### config.mk
export PLATFORM = sky130hd
export DESIGN_NAME = dual_button_gesture_ring_led_top
export DESIGN_NICKNAME = d
export VERILOG_FILES = /design/src/rtl/core/dbgrl_pkg.sv /design/src/rtl/core/dual_button_gesture_ring_led_top.sv
export SDC_FILE = /design/constraint.sdc
export NUM_CORES = 1
export LEC_CHECK = 0
export ABC_AREA = 1
export BUFFER_PORTS_ARGS = -buffer_cell sky130_fd_sc_hd__clkbuf_2
export CAP_MARGIN = 20
export CORE_MARGIN = 2
export CORE_UTILIZATION = 40
export DETAILED_ROUTE_END_ITERATION = 16
export PLACE_DENSITY_LB_ADDON = 0.1
export SYNTH_ARGS = -nofsm -noshare
export SYNTH_HDL_FRONTEND = slang
export SYNTH_SLANG_ARGS = --single-unit
export TNS_END_PERCENT = 10
### constraint.sdc
create_clock -name clk -period 11.3 [get_ports clk]
set_input_delay 1.13 -clock clk [delete_from_list [all_inputs] [get_ports clk]]
set_output_delay 1.13 -clock clk [all_outputs]
set_load 0.005 [all_outputs]
### src/rtl/core/dbgrl_pkg.sv
`default_nettype none
// ----------------------------------------------------------------------------
// dbgrl_pkg: shared types and constants for the dual button gesture detector
// Holds the item structs, event codes, register indexes, ring modes, reset values, blink timing and timer limits.
// ----------------------------------------------------------------------------
package dbgrl_pkg;

	// Blink timing in ticks
	localparam int unsigned BLINK_PERIOD = 50;
	localparam int unsigned BLINK_LIT    = 25;
	localparam int unsigned BLINK_W      = 6;

	// Timer widths and limits
	localparam int unsigned HOLD_W  = 21;
	localparam int unsigned QUIET_W = 17;
	localparam logic signed [HOLD_W-1:0] HOLD_MAX  = 21'sd1048575;
	localparam logic signed [HOLD_W-1:0] LONG_MARK = -21'sd1000000;
	localparam logic [QUIET_W-1:0]       QUIET_MAX = 17'd131071;

	// Configuration port
	localparam int unsigned CFG_IDX_W  = 3;
	localparam int unsigned CFG_DATA_W = 16;
	localparam logic [CFG_IDX_W-1:0] REG_RING_MODE   = 3'd0;
	localparam logic [CFG_IDX_W-1:0] REG_RING_BLINK  = 3'd1;
	localparam logic [CFG_IDX_W-1:0] REG_POLL_MS     = 3'd2;
	localparam logic [CFG_IDX_W-1:0] REG_LONG_PRESS  = 3'd3;
	localparam logic [CFG_IDX_W-1:0] REG_CLICK_SETTLE = 3'd4;

	// Ring modes
	localparam logic [2:0] RING_AUTO       = 3'd0;
	localparam logic [2:0] RING_ON         = 3'd1;
	localparam logic [2:0] RING_OFF        = 3'd2;
	localparam logic [2:0] RING_ON_OPEN    = 3'd3;
	localparam logic [2:0] RING_OFF_CLOSED = 3'd4;

	// Register reset values
	localparam logic [2:0]  RST_RING_MODE    = RING_AUTO;
	localparam logic        RST_RING_BLINK   = 1'b1;
	localparam logic [7:0]  RST_POLL_MS      = 8'd10;
	localparam logic [15:0] RST_LONG_PRESS   = 16'd2999;
	localparam logic [15:0] RST_CLICK_SETTLE = 16'd300;

	typedef enum logic [1:0] {
		EVT_NONE  = 2'd0,
		EVT_LONG  = 2'd1,
		EVT_CLICK = 2'd2
	} evt_t;

	typedef struct packed {
		logic user_pressed;
		logic boot_pressed;
		logic manual_mode;
		logic vent_is_open;
	} tick_t;

	typedef struct packed {
		logic led_on;
		evt_t user_event;
		evt_t boot_event;
	} result_t;

	typedef struct packed {
		logic signed [HOLD_W-1:0] hold;
		logic [QUIET_W-1:0]       quiet;
		logic                     pending;
		logic                     armed;
	} btn_state_t;

endpackage : dbgrl_pkg
`default_nettype wire

### src/rtl/core/dual_button_gesture_ring_led_top.sv
`default_nettype none
// ----------------------------------------------------------------------------
// dual_button_gesture_ring_led_top: two-button gesture detector and ring LED
// Turns per-tick button levels into long-press and click events and an LED level.
// ----------------------------------------------------------------------------
// Usage:
//   Send one item per poll tick on the tick channel (tick_valid / tick_stall).
//   Each item yields exactly one result on the result channel (result_valid /
//   result_stall): the ring LED level and one event code per button.
//   An accepted item lands in the input register; once the result register is free,
//   its result is computed from the button state and stored in the result register.
//   Throughput is one item per cycle while the receiver does not stall; the button
//   and blink state update in the same cycle the result register loads.
//   When the receiver stalls, the result register holds, the input register
//   fills, and tick_stall rises until the result is taken.
//   Registers are written through cfg_we / cfg_index / cfg_data; the user must keep
//   writes to times when no item is in flight (the block does not check); an unknown index is ignored.
//   Reset clears the timers, flags, blink counter and both channel valids, and
//   loads the registers with their default values.
// ----------------------------------------------------------------------------
module dual_button_gesture_ring_led_top
	import dbgrl_pkg::*;
(
	input  wire logic                  clk,
	input  wire logic                  arst_n,
	input  wire logic                  tick_valid,
	output logic                       tick_stall,
	input  wire tick_t                 tick,
	output logic                       result_valid,
	input  wire logic                  result_stall,
	output result_t                    result,
	input  wire logic                  cfg_we,
	input  wire logic [CFG_IDX_W-1:0]  cfg_index,
	input  wire logic [CFG_DATA_W-1:0] cfg_data
);

	// Configuration registers
	logic [2:0]  ring_mode_q;
	logic        ring_blink_q;
	logic [7:0]  poll_ms_q;
	logic [15:0] long_press_q;
	logic [15:0] click_settle_q;

	// Pipeline and state
	logic               valid_s1;
	tick_t              tick_s1;
	logic               res_valid_q;
	result_t            res_q;
	logic [BLINK_W-1:0] blink_q;
	btn_state_t         user_q;
	btn_state_t         boot_q;

	logic               out_free;
	logic               advance;
	logic [BLINK_W-1:0] blink_inc;
	logic [BLINK_W-1:0] blink_nxt;
	logic               base_led;
	logic               led_nxt;
	btn_state_t         user_nxt;
	btn_state_t         boot_nxt;
	evt_t               user_evt;
	evt_t               boot_evt;

	// One button tick: arm on release, time the hold and the quiet window
	function automatic void btn_step(
		input  btn_state_t  cur,
		input  logic        down,
		input  logic        guard_long,
		input  logic [7:0]  poll,
		input  logic [15:0] long_ms,
		input  logic [15:0] settle_ms,
		output btn_state_t  nxt,
		output evt_t        evt
	);
		logic signed [HOLD_W:0] h_sum;
		logic signed [HOLD_W-1:0] h_sat;
		logic [QUIET_W-1:0] q_base;
		logic [QUIET_W:0]   q_sum;
		logic [QUIET_W-1:0] q_sat;
		logic               pend;
		logic               held;
		nxt   = cur;
		evt   = EVT_NONE;
		h_sum = $signed({cur.hold[HOLD_W-1], cur.hold}) + $signed({14'd0, poll});
		h_sat = (h_sum > $signed({1'b0, HOLD_MAX})) ? HOLD_MAX : h_sum[HOLD_W-1:0];
		held  = cur.hold > $signed({HOLD_W{1'b0}});
		pend  = cur.pending | held;
		q_base = held ? '0 : cur.quiet;
		q_sum = {1'b0, q_base} + {10'd0, poll};
		q_sat = (q_sum > {1'b0, QUIET_MAX}) ? QUIET_MAX : q_sum[QUIET_W-1:0];
		nxt.armed = cur.armed | ~down;
		if (nxt.armed) begin
			if (down) begin
				nxt.quiet = '0;
				if ((h_sat > $signed({5'd0, long_ms})) && !(guard_long && cur.pending)) begin
					nxt.pending = 1'b0;
					nxt.hold    = LONG_MARK;
					evt         = EVT_LONG;
				end else begin
					nxt.hold = h_sat;
				end
			end else begin
				nxt.hold    = '0;
				nxt.pending = pend;
				nxt.quiet   = q_base;
				if (pend) begin
					if (q_sat > {1'b0, settle_ms}) begin
						nxt.pending = 1'b0;
						nxt.quiet   = '0;
						evt         = EVT_CLICK;
					end else begin
						nxt.quiet = q_sat;
					end
				end
			end
		end
	endfunction

	// Handshake: the result register frees when empty or taken
	assign out_free     = !res_valid_q || !result_stall;
	assign advance      = valid_s1 && out_free;
	assign tick_stall   = valid_s1 && !out_free;
	assign result_valid = res_valid_q;
	assign result       = res_q;

	// Advance the blink counter and pick the LED level
	always_comb begin
		blink_inc = blink_q + 1'b1;
		blink_nxt = (blink_inc >= BLINK_W'(BLINK_PERIOD)) ? '0 : blink_inc;
		base_led  = 1'b0;
		if (tick_s1.manual_mode) begin
			base_led = ring_blink_q ? (blink_nxt < BLINK_W'(BLINK_LIT)) : 1'b1;
		end
		unique case (ring_mode_q)
			RING_ON:         led_nxt = 1'b1;
			RING_OFF:        led_nxt = 1'b0;
			RING_ON_OPEN:    led_nxt = tick_s1.vent_is_open ? 1'b1 : base_led;
			RING_OFF_CLOSED: led_nxt = tick_s1.vent_is_open ? base_led : 1'b0;
			default:         led_nxt = base_led;
		endcase
	end

	// Step both buttons
	always_comb begin
		btn_step(user_q, tick_s1.user_pressed, 1'b1, poll_ms_q, long_press_q,
			click_settle_q, user_nxt, user_evt);
		btn_step(boot_q, tick_s1.boot_pressed, 1'b0, poll_ms_q, long_press_q,
			click_settle_q, boot_nxt, boot_evt);
	end

	// Configuration writes
	always_ff @(posedge clk or negedge arst_n) begin
		if (!arst_n) begin
			ring_mode_q    <= RST_RING_MODE;
			ring_blink_q   <= RST_RING_BLINK;
			poll_ms_q      <= RST_POLL_MS;
			long_press_q   <= RST_LONG_PRESS;
			click_settle_q <= RST_CLICK_SETTLE;
		end else if (cfg_we) begin
			unique case (cfg_index)
				REG_RING_MODE:    ring_mode_q    <= cfg_data[2:0];
				REG_RING_BLINK:   ring_blink_q   <= cfg_data[0];
				REG_POLL_MS:      poll_ms_q      <= cfg_data[7:0];
				REG_LONG_PRESS:   long_press_q   <= cfg_data;
				REG_CLICK_SETTLE: click_settle_q <= cfg_data;
				default: ;
			endcase
		end
	end

	// Input register: take a new item when empty or whenever the current one moves on
	always_ff @(posedge clk or negedge arst_n) begin
		if (!arst_n) begin
			valid_s1 <= 1'b0;
		end else if (!tick_stall) begin
			valid_s1 <= tick_valid;
		end
	end

	always_ff @(posedge clk) begin
		if (!tick_stall && tick_valid) begin
			tick_s1 <= tick;
		end
	end

	// Result register and state update
	always_ff @(posedge clk or negedge arst_n) begin
		if (!arst_n) begin
			res_valid_q <= 1'b0;
			blink_q     <= '0;
			user_q      <= '0;
			boot_q      <= '0;
		end else begin
			if (out_free) begin
				res_valid_q <= valid_s1;
			end
			if (advance) begin
				blink_q <= blink_nxt;
				user_q  <= user_nxt;
				boot_q  <= boot_nxt;
			end
		end
	end

	always_ff @(posedge clk) begin
		if (advance) begin
			res_q.led_on     <= led_nxt;
			res_q.user_event <= user_evt;
			res_q.boot_event <= boot_evt;
		end
	end

endmodule : dual_button_gesture_ring_led_top
`default_nettype wire

; Yosys cells after proc, flatten, opt, wreduce, memory -nomap -nowiden
; Index checks and enable logic that the tools add are counted.
[classes]
eq_ne = 10
add_sub_neg = 5
order_cmp = 12
mux = 32
bitwise = 6
n_reduce_logical = 20
[op_table]
columns = cell, count
row1 = $mux W17, 6
row2 = $mux W21, 4
row3 = $mux W39, 2
row4 = $add A21 B9 Y22, 2
row5 = $gt A22 B21 Y1 const B, 2
row6 = $gt A21 B1 Y1 const B, 2
row7 = $gt A21 B17 Y1, 2
row8 = $add A17 B8 Y18, 2
row9 = $gt A18 B17 Y1 const B, 2
row10 = $mux W18, 2
row11 = $gt A17 B16 Y1, 2
row12 = $reduce_and A2 Y1, 7
row13 = $eq A3 B2 Y1 const B, 4
row14 = $mux W2, 6
row15 = $mux W1, 10
row16 = $add A6 B1 Y6 const B, 1
row17 = $eq A3 B1 Y1 const B, 2
row18 = $eq A3 B3 Y1 const B, 2
row19 = $ge A6 B6 Y1 const B, 1
row20 = $lt A6 B5 Y1 const B, 1
row21 = $mux W6, 1
row22 = $reduce_and A3 Y1, 2
row23 = $logic_not A1 Y1, 5
row24 = $logic_and A1 B1 Y1, 4
row25 = other kinds (6), 11
[totals]
output_inout_bits = 7
regBits = 141

; Depth between registers and ports, before layout
; Gate-level depths: netlist (run 1).
[logic_depth]
word_depth = 9
mapped_depth = 41
mapped_depth_nobuf = 37

; Worst setup path after synthesis (run 1)
; No wires, ideal clock.
[synth_path]
path_kind = reg-to-reg
start = register user_q[29] in the netlist's numbering
end = register user_q[12] in the netlist's numbering
required_time_ns = 11.234
setup_slack_ns = 7.063
stages_incl_launch_ff = 39
synth_period_minus_slack_ns = 4.237
setup_time_ns = 0.066
path_buffers = 5
arrival_ns = 4.171
cell_sequence = dfrtp_1 > buf_6 > nor2_1 > nand2_1 > nor2_1 > nand3_1 > nand2_1 > buf_6 > inv_4 > clkbuf_1 > nor2_1 > ha_1 > a21o_1 > a31oi_1 > o21bai_1 > nand2_1 > nand2_1 > nand3_2 > [... 3 more ...] > nand3_1 > ha_1 > a21oi_1 > nor2_1 > a211oi_1 > nand2_1 > nand2_1 > nand2_1 > nand2_1 > nand2_1 > nand2_1 > nand2_1 > inv_1 > nand2_2 > nor3_4 > buf_6 > nand2_1 > nand2_1
[synth_via]
elab_chain_len = 9
word_cells_on_any_way = 10
classes_between = add/sub: 1 / order compare: 3 / mux: 5 / bitwise: 1
[synth_rtl]
columns = item, line
row1 = from (decl), dual_button_gesture_ring_led_top.sv:50  ; btn_state_t user_q;
row2 = from (signal assigned), dual_button_gesture_ring_led_top.sv:199  ; user_q <= user_nxt;
row3 = $gt A21 B1 Y1 (*), dual_button_gesture_ring_led_top.sv:86  ; held = cur.hold > $signed({HOLD_W{1'b0}});
row4 = $mux W17, dual_button_gesture_ring_led_top.sv:88  ; q_base = held ? '0 : cur.quiet;
row5 = $add A17 B8 Y18, dual_button_gesture_ring_led_top.sv:89  ; q_sum = {1'b0, q_base} + {10'd0, poll};
row6 = $gt A18 B17 Y1, dual_button_gesture_ring_led_top.sv:90  ; q_sat = (q_sum > {1'b0, QUIET_MAX}) ? QUIET_MAX : q_sum[QUIET_W-1:0];
row7 = $mux W17, dual_button_gesture_ring_led_top.sv:90
row8 = $gt A17 B16 Y1, dual_button_gesture_ring_led_top.sv:107  ; if (q_sat > {1'b0, settle_ms}) begin
row9 = $mux W17, dual_button_gesture_ring_led_top.sv:107
row10 = $mux W18 (*), dual_button_gesture_ring_led_top.sv:106  ; if (pend) begin
row11 = $mux W39 (*), dual_button_gesture_ring_led_top.sv:93  ; if (down) begin
; Mark *: on every way between the ends. The rest lies on a longest branch, timed or not.
; A chain may end at the register's enable or synchronous reset.

; Final worst setup path (run 1)
[layout_path]
start = register poll_ms_q[1]
end = register user_q[33] in the netlist's numbering
[layout_via]
elab_chain_len = 7
[layout_rtl]
columns = item, line
row1 = from (decl), dual_button_gesture_ring_led_top.sv:40  ; logic [7:0] poll_ms_q;
row2 = from (signal assigned), dual_button_gesture_ring_led_top.sv:163  ; REG_POLL_MS: poll_ms_q <= cfg_data[7:0];
row3 = $add A21 B9 Y22 (*), dual_button_gesture_ring_led_top.sv:84  ; h_sum = $signed({cur.hold[HOLD_W-1], cur.hold}) + $signed({14'd0, poll});
row4 = $gt A22 B21 Y1, dual_button_gesture_ring_led_top.sv:85  ; h_sat = (h_sum > $signed({1'b0, HOLD_MAX})) ? HOLD_MAX : h_sum[HOLD_W-1:0];
row5 = $mux W21 (*), dual_button_gesture_ring_led_top.sv:85
row6 = $gt A21 B17 Y1, dual_button_gesture_ring_led_top.sv:95  ; if ((h_sat > $signed({5'd0, long_ms})) && !(guard_long && cur.pending)) begin
row7 = $logic_and A1 B1 Y1, dual_button_gesture_ring_led_top.sv:95
row8 = $mux W21 (*), dual_button_gesture_ring_led_top.sv:95
row9 = $mux W39 (*), dual_button_gesture_ring_led_top.sv:93
; Marks and branches as above.

==> run metrics, run 1 <==
GR Overflow Total 0; Commonest cells post-synth 487 x nand2_1, 199 x inv_1, 116 x dfrtp_1, 109 x nor2_1, 104 x nand3_1; Antenna Diode Count 0; root buf cell clkbuf_16; number of global-route vias before repair 9161; static leakage approximately 0.0064 uW; measured slew at the worst slew-check pin 0.944 ns; I/O Buffers 34; category of the worst setup path launch point register; maximum clock frequency 0.176 GHz; end of the worst register-to-register path user_q[33]; RePlAce Congestion 0.868; Post-Place Worst Slack 5.66 ns; number of primary I/O pins 35; Max-Cap Viols 0; die outline width 168 microns; relative max-transition margin 36.9%; endpoints failing hold 0; Starting Density 40.4%; number of remaining DRC errors 0; fraction of layout cells with a size suffix above 1 9.49%; async set-or-reset flop fraction in the synthesized netlist between 90 and 100%; Crit Path Category register to register; critical path's slowest cell dfstp_2; number of distinct standard cells referenced by the synthesized netlist 50; cell type contributing the most total cell area after synthesis dfrtp_1; class of the most critical hold timing path register to register; summed negative setup slack over all endpoints 0 ns; height of the die 168 microns; setup ws final ~5.6 ns; area enclosed by the die boundary between 0.02 and 0.03 sq mm; setup slack of the most critical reg-to-reg path roughly 5.6 ns; GRT busiest layer met2; source of the critical timing path poll_ms_q[1]; number of nets in the finished design roughly 1700; worst-path fanout max 16; RSZ-0062 raised after global routing false; ANT nets after route 0; slowest cell delay on critical path roughly 0.72 ns; cell types occupying the most area after synthesis dfrtp_1 27%, nand2_1 17%, ha_1 11%, inv_1 6.9%, nand3_1 4.8%; Max VDD drop 0.117 mV; final critical-path required period 5.69 ns; EDFF count, synth 9; mean number of vias per cell 5.00; worst reg-to-reg path cell count 31; overall global routing resource usage 22.6%; clock tree sinks 141; clock latency reported for the late side of the worst-skew pair between 0.4 and 0.5 ns; core area 0.0267 sq mm; DP HPWL 23500 microns; cts bufs inserted 17; largest clock skew in the final design 0.0120 ns; cell repeated most along the worst path nand2_1; worst-case hold slack about 0.47 ns; wire length of the first global-routing pass 49800 microns; largest net degree at the start of global routing 89; kind of end point of the critical path register; Max Slew Vio Count 0; utilization of the core after routing between 40% and 50%; Worst Path Arrival about 6.0 ns; detailed-routing iteration count for the pre-antenna-repair pass 5; fraction of post-synthesis cell area in the top cell type by area 26.9%; post-detailed-route wirelength per cell 16.3 microns; met1 usage approximately 30%; Clock H-tree levels 4; Row Count 60; post-synthesis average cell area 7.12 sq um; buffer and inverter count on the worst path 5; count of synthesis-stage warnings from yosys 0; result of the run finished clean; area overhead of the layout relative to synthesis 9.89%; Hold EP result_valid; Mapped Area 0.0108 sq mm; final number of setup-violating endpoints 0; Global Route met3 Usage 3.36%; power after layout ~2600 uW; most instantiated flip-flop cell in the synthesis netlist dfrtp_1; number of synthesized register bits 141; hold_sp valid_s1; Post-Syn Instances roughly 1500; buffers inserted during post-CTS setup optimization 0; power density over the cells approximately 220 mW/mm^2; clock tree from TritonCTS yes; hold buffer count at CTS 0; total wire length after detailed routing 30900 microns; met2 demand-to-capacity share in global routing 37.8%; Final period util around half; Hold Path Depth 2; initial antenna violation count 0; vias after detailed routing 9506; most common cell in the synthesized netlist nand2_1; Mapped Nets 1645; number of buffers on the longest clock path 2; cts repair resizes 0; family of cells with the greatest summed delay on the critical path simple AND/OR/NAND/NOR gates; initial drt markers 618; share of synthesized area occupied by flip-flops and latches 33.3%; Worst R2R Start poll_ms_q[1]; Worst-path clk slew 0.07 ns; required time at the worst-slack endpoint about 12 ns
## worst max path at each step
stage	endpoint	slack, ns	cells past startpoint
after global routing	user_q[33]	5.07	31
after CTS	user_q[33]	5.62	31
after floorplan	user_q[12]	7.06	38
after detailed placement	user_q[33]	5.66	31
final	user_q[33]	5.61	31
after global placement	user_q[33]	5.60	31
## cells in the final DEF (no fill, tap or decap), types with 7 or more instances in the layout
cell type / Yosys / final
nand2_2: 16 / 16
clkbuf_2: 0 / 33
o21ai_0: 100 / 99
nand3_2: 14 / 14
dfrtp_1: 116 / 116
a21oi_1: 52 / 52
inv_1: 199 / 199
clkbuf_16: 0 / 17
nand4_1: 22 / 22
nor3_1: 16 / 16
ha_1: 96 / 96
nor2_2: 10 / 10
nand2_1: 487 / 487
dfstp_2: 16 / 16
xnor2_1: 17 / 17
buf_4: 0 / 8
nand3_1: 104 / 104
nand3b_1: 7 / 7
xor2_1: 34 / 34
edfxtp_1: 9 / 9
nor2_1: 109 / 109
## metal layers
layer,wire [microns],up-vias,part of all wire [%]
li1,-,4935,-
met1,14600,4389,47
met2,14600,149,47
met3,976,33,3.2
met4,758,0,2.4
met5,0,-,0
## state kept, by name, summed over array words and instances (netlist names), 3 cells and up
| name | cells |
|---|---|
| boot_q | 40 |
| user_q | 40 |
| click_settle_q | 16 |
| long_press_q | 16 |
| poll_ms_q | 8 |
| blink_q | 6 |
| result | 5 |
| tick_s1 | 4 |
| ring_mode_q | 3 |
## logic make-up (layout without fill, tap and decap cells)
kind of cell    count (synthesis)  after routing  synth area share [%]
simple gates                  803            803                  32.5
buf+inv                       238            280                  9.05
compound gates                184            184                  9.18
flops                         141            141                  33.3
fa+ha+maj                     100            100                  11.9
xor+xnor                       51             51                  4.13
## power breakdown
group / switching [uW] / internal (uW) / total (uW)
combinational: 834 / 425 / 1260
sequential: 125 / 636 / 761
clock: 245 / 350 / 595
total: 1200 / 1410 / 2610
## through the flow
| stage | cells | area, sq um |
|---|---|---|
| final | 1900 | 11900 |
| after global routing | 1900 | 11900 |
| after CTS | 1899 | 11900 |
| after detailed placement | 1867 | 11300 |
| after global placement | 1867 | 11300 |
| after floorplan | 1517 | 10800 |
## tightest hold or removal path, stage by stage (launching register included)
cell	delay (ns)
dfrtp_1	0.32
inv_1	0.06
nand2_1	0.06
## layout make-up
type                    instances  area, sq um
fillers                      2763        14900
inverters                     205          772
clock inverters                13          163
flip-flops and latches        141         3590
well taps                     341          427
clock buffers                  19          433
multi-input cells            1138         6230
repair buffers                 43          251
Power figures use the tool's default switching activity.
==> run 2: changes to the inputs <==
clock period = 5.7 ns   (was 11.3 ns; I/O delays follow)
==> run 2 against run 1 <==
Compared with the run above:
- clock-buffer cell count shrank 2
- clock power up 85%
- largest power group unchanged
- sequential share of layout area is essentially flat
- critical endpoint is now boot_q[1]
- power is 97% higher
- critical path depth decreased by 2
==> run metrics, run 2 (synthesis results as in run 1) <==
result of the run finished clean; measured slew at the worst slew-check pin 0.765 ns; height of the die 168 microns; Global Route met3 Usage 3.34%; clock latency reported for the late side of the worst-skew pair 0.43 ns; cts bufs inserted 17; initial drt markers 582; I/O Buffers 34; proportion of total power due to net switching 47.0%; Row Count 60; Max Slew Vio Count 0; share of total power in sequential cells 29.1%; category of the worst setup path launch point register; number of remaining DRC errors 0; Max-Cap Viols 0; power dissipated by switching net loads 2420 uW; summed negative setup slack over all endpoints 0 ns; ANT nets after route 0; buffers inserted during post-CTS setup optimization 0; GRT busiest layer met2; cell repeated most along the worst path nand2_1; GR Overflow Total 0; worst-case hold slack 0.0212 ns; Crit Path Category register to register; utilization of the core after routing 44.4%; area enclosed by the die boundary roughly 0.028 sq mm; die outline width 168 microns; clock tree sinks 141; Largest regs boot_q: 40 flops, user_q: 40 flops; clock tree from TritonCTS yes; hold buffer count at CTS 0; largest net degree at the start of global routing 59; relative max-transition margin between 40 and 50%; fraction of layout cells with a size suffix above 1 between 9 and 10%; Internal Dissipation approximately 2700 uW; root buf cell clkbuf_16; static leakage roughly 0.0064 uW; worst-path fanout max 22; Starting Density 40.4%; final critical-path required period 5.09 ns; commonest cells after routing, fill and taps aside 487 x nand2_1, 199 x inv_1, 116 x dfrtp_1; power after layout 5160 uW; vias after detailed routing 9621; kind of end point of the critical path register; final number of setup-violating endpoints 0; total wire length after detailed routing between 30000 and 40000 microns; Final period util 89.4%; largest clock skew in the final design 0.0133 ns; critical path's slowest cell dfrtp_1; RePlAce Congestion 0.858; Clock H-tree levels 4; class of the most critical hold timing path input port to async pin; initial antenna violation count 0; number of primary I/O pins 35; met2 demand-to-capacity share in global routing 39.8%; most frequent standard cell in the layout excluding fill and tap cells nand2_1; combinational share of power between 40 and 50%; met1 usage 30.1%; overall global routing resource usage 23.0%; mean number of vias per cell 5.05; number of global-route vias before repair roughly 9300; detailed-routing iteration count for the pre-antenna-repair pass 5; maximum clock frequency ~0.20 GHz; RSZ-0062 raised after global routing false; total cell area at the placement stage 0.0113 sq mm; post-detailed-route wirelength per cell 16.5 microns; core area between 0.02 and 0.03 sq mm; slowest cell delay on critical path 0.59 ns; number of buffers on the longest clock path 2; Worst-path clk slew approximately 0.070 ns; number of nets in the finished design ~1700; power density over the cells around 430 mW/mm^2; area overhead of the layout relative to synthesis 9.96%; Worst Path Arrival ~5.5 ns; area of all placed cells without fillers around 0.012 sq mm; cts repair resizes 0; Max VDD drop 0.214 mV; wire length of the first global-routing pass 50900 microns; clock power share 21.4%; required time at the worst-slack endpoint 6.06 ns; endpoints failing hold 0; DP HPWL roughly 24000 microns; Antenna Diode Count 0
-- run 2: cell count changes in the layout (fill, tap and decap cells not counted), sizes merged --
cell and delta:
clkbuf -2, clkinv +2, inv +2, buf +7, bufinv -2
-- run 2: final timing paths --
check | startpoint | end | slack [ns] | depth (start not counted)
min in group clk | tick[2] | tick_s1[2] | 0.32 | 1
min reg2reg | user_q[4] | user_q[4] | 0.48 | 2
max in group asynchronous | arst_n | click_settle_q[14] | 4.59 | 2
min | arst_n | user_q[13] | 0.02 | 1
max reg2reg | poll_ms_q[0] | boot_q[1] | 0.61 | 29
max | poll_ms_q[0] | boot_q[1] | 0.61 | 29
-- run 2: layout make-up --
cell class / instances / area (sq um)
Tap cell: 341 / 427
Clock buffer: 17 / 425
Sequential cell: 141 / 3590
Timing Repair Buffer: 50 / 297
Fill cell: 2750 / 14800
Multi-Input combinational cell: 1138 / 6230
Clock inverter: 15 / 133
Inverter: 205 / 772
-- run 2: per-stage QoR --
stage	setup WS, ns	cells
4_1_cts	0.577	1907
3_3_place_gp	0.618	1875
6_report	0.606	1907
5_1_grt	0.109	1907
2_1_floorplan	1.46	1517
3_5_place_dp	0.622	1875
-- run 2: metal layers --
| layer | share of wire (%) | up-vias |
|---|---|---|
| met4 | 1.8 | 0 |
| met3 | 2.8 | 34 |
| met5 | 0 | - |
| met1 | 47 | 4487 |
| met2 | 48 | 153 |
| li1 | - | 4947 |
-- run 2: worst max-delay path, delay by kind of cell, from the launching register on --
| family | cells | cell delay (ns) |
|---|---|---|
| simple gates | 20 | 2.19 |
| compound gates | 3 | 0.63 |
| fa+ha+maj | 3 | 1.05 |
| buf+inv | 3 | 0.54 |
| flops | 1 | 0.59 |
-- run 2: power by group through the flow --
stage	clock, uW	sequential [uW]	combinational [uW]
3_5_place_dp	0	1510	2550
4_1_cts	1120	1500	2560
2_1_floorplan	0	1430	1970
3_3_place_gp	0	1510	2540
6_report	1100	1500	2560
5_1_grt	1170	1530	2940
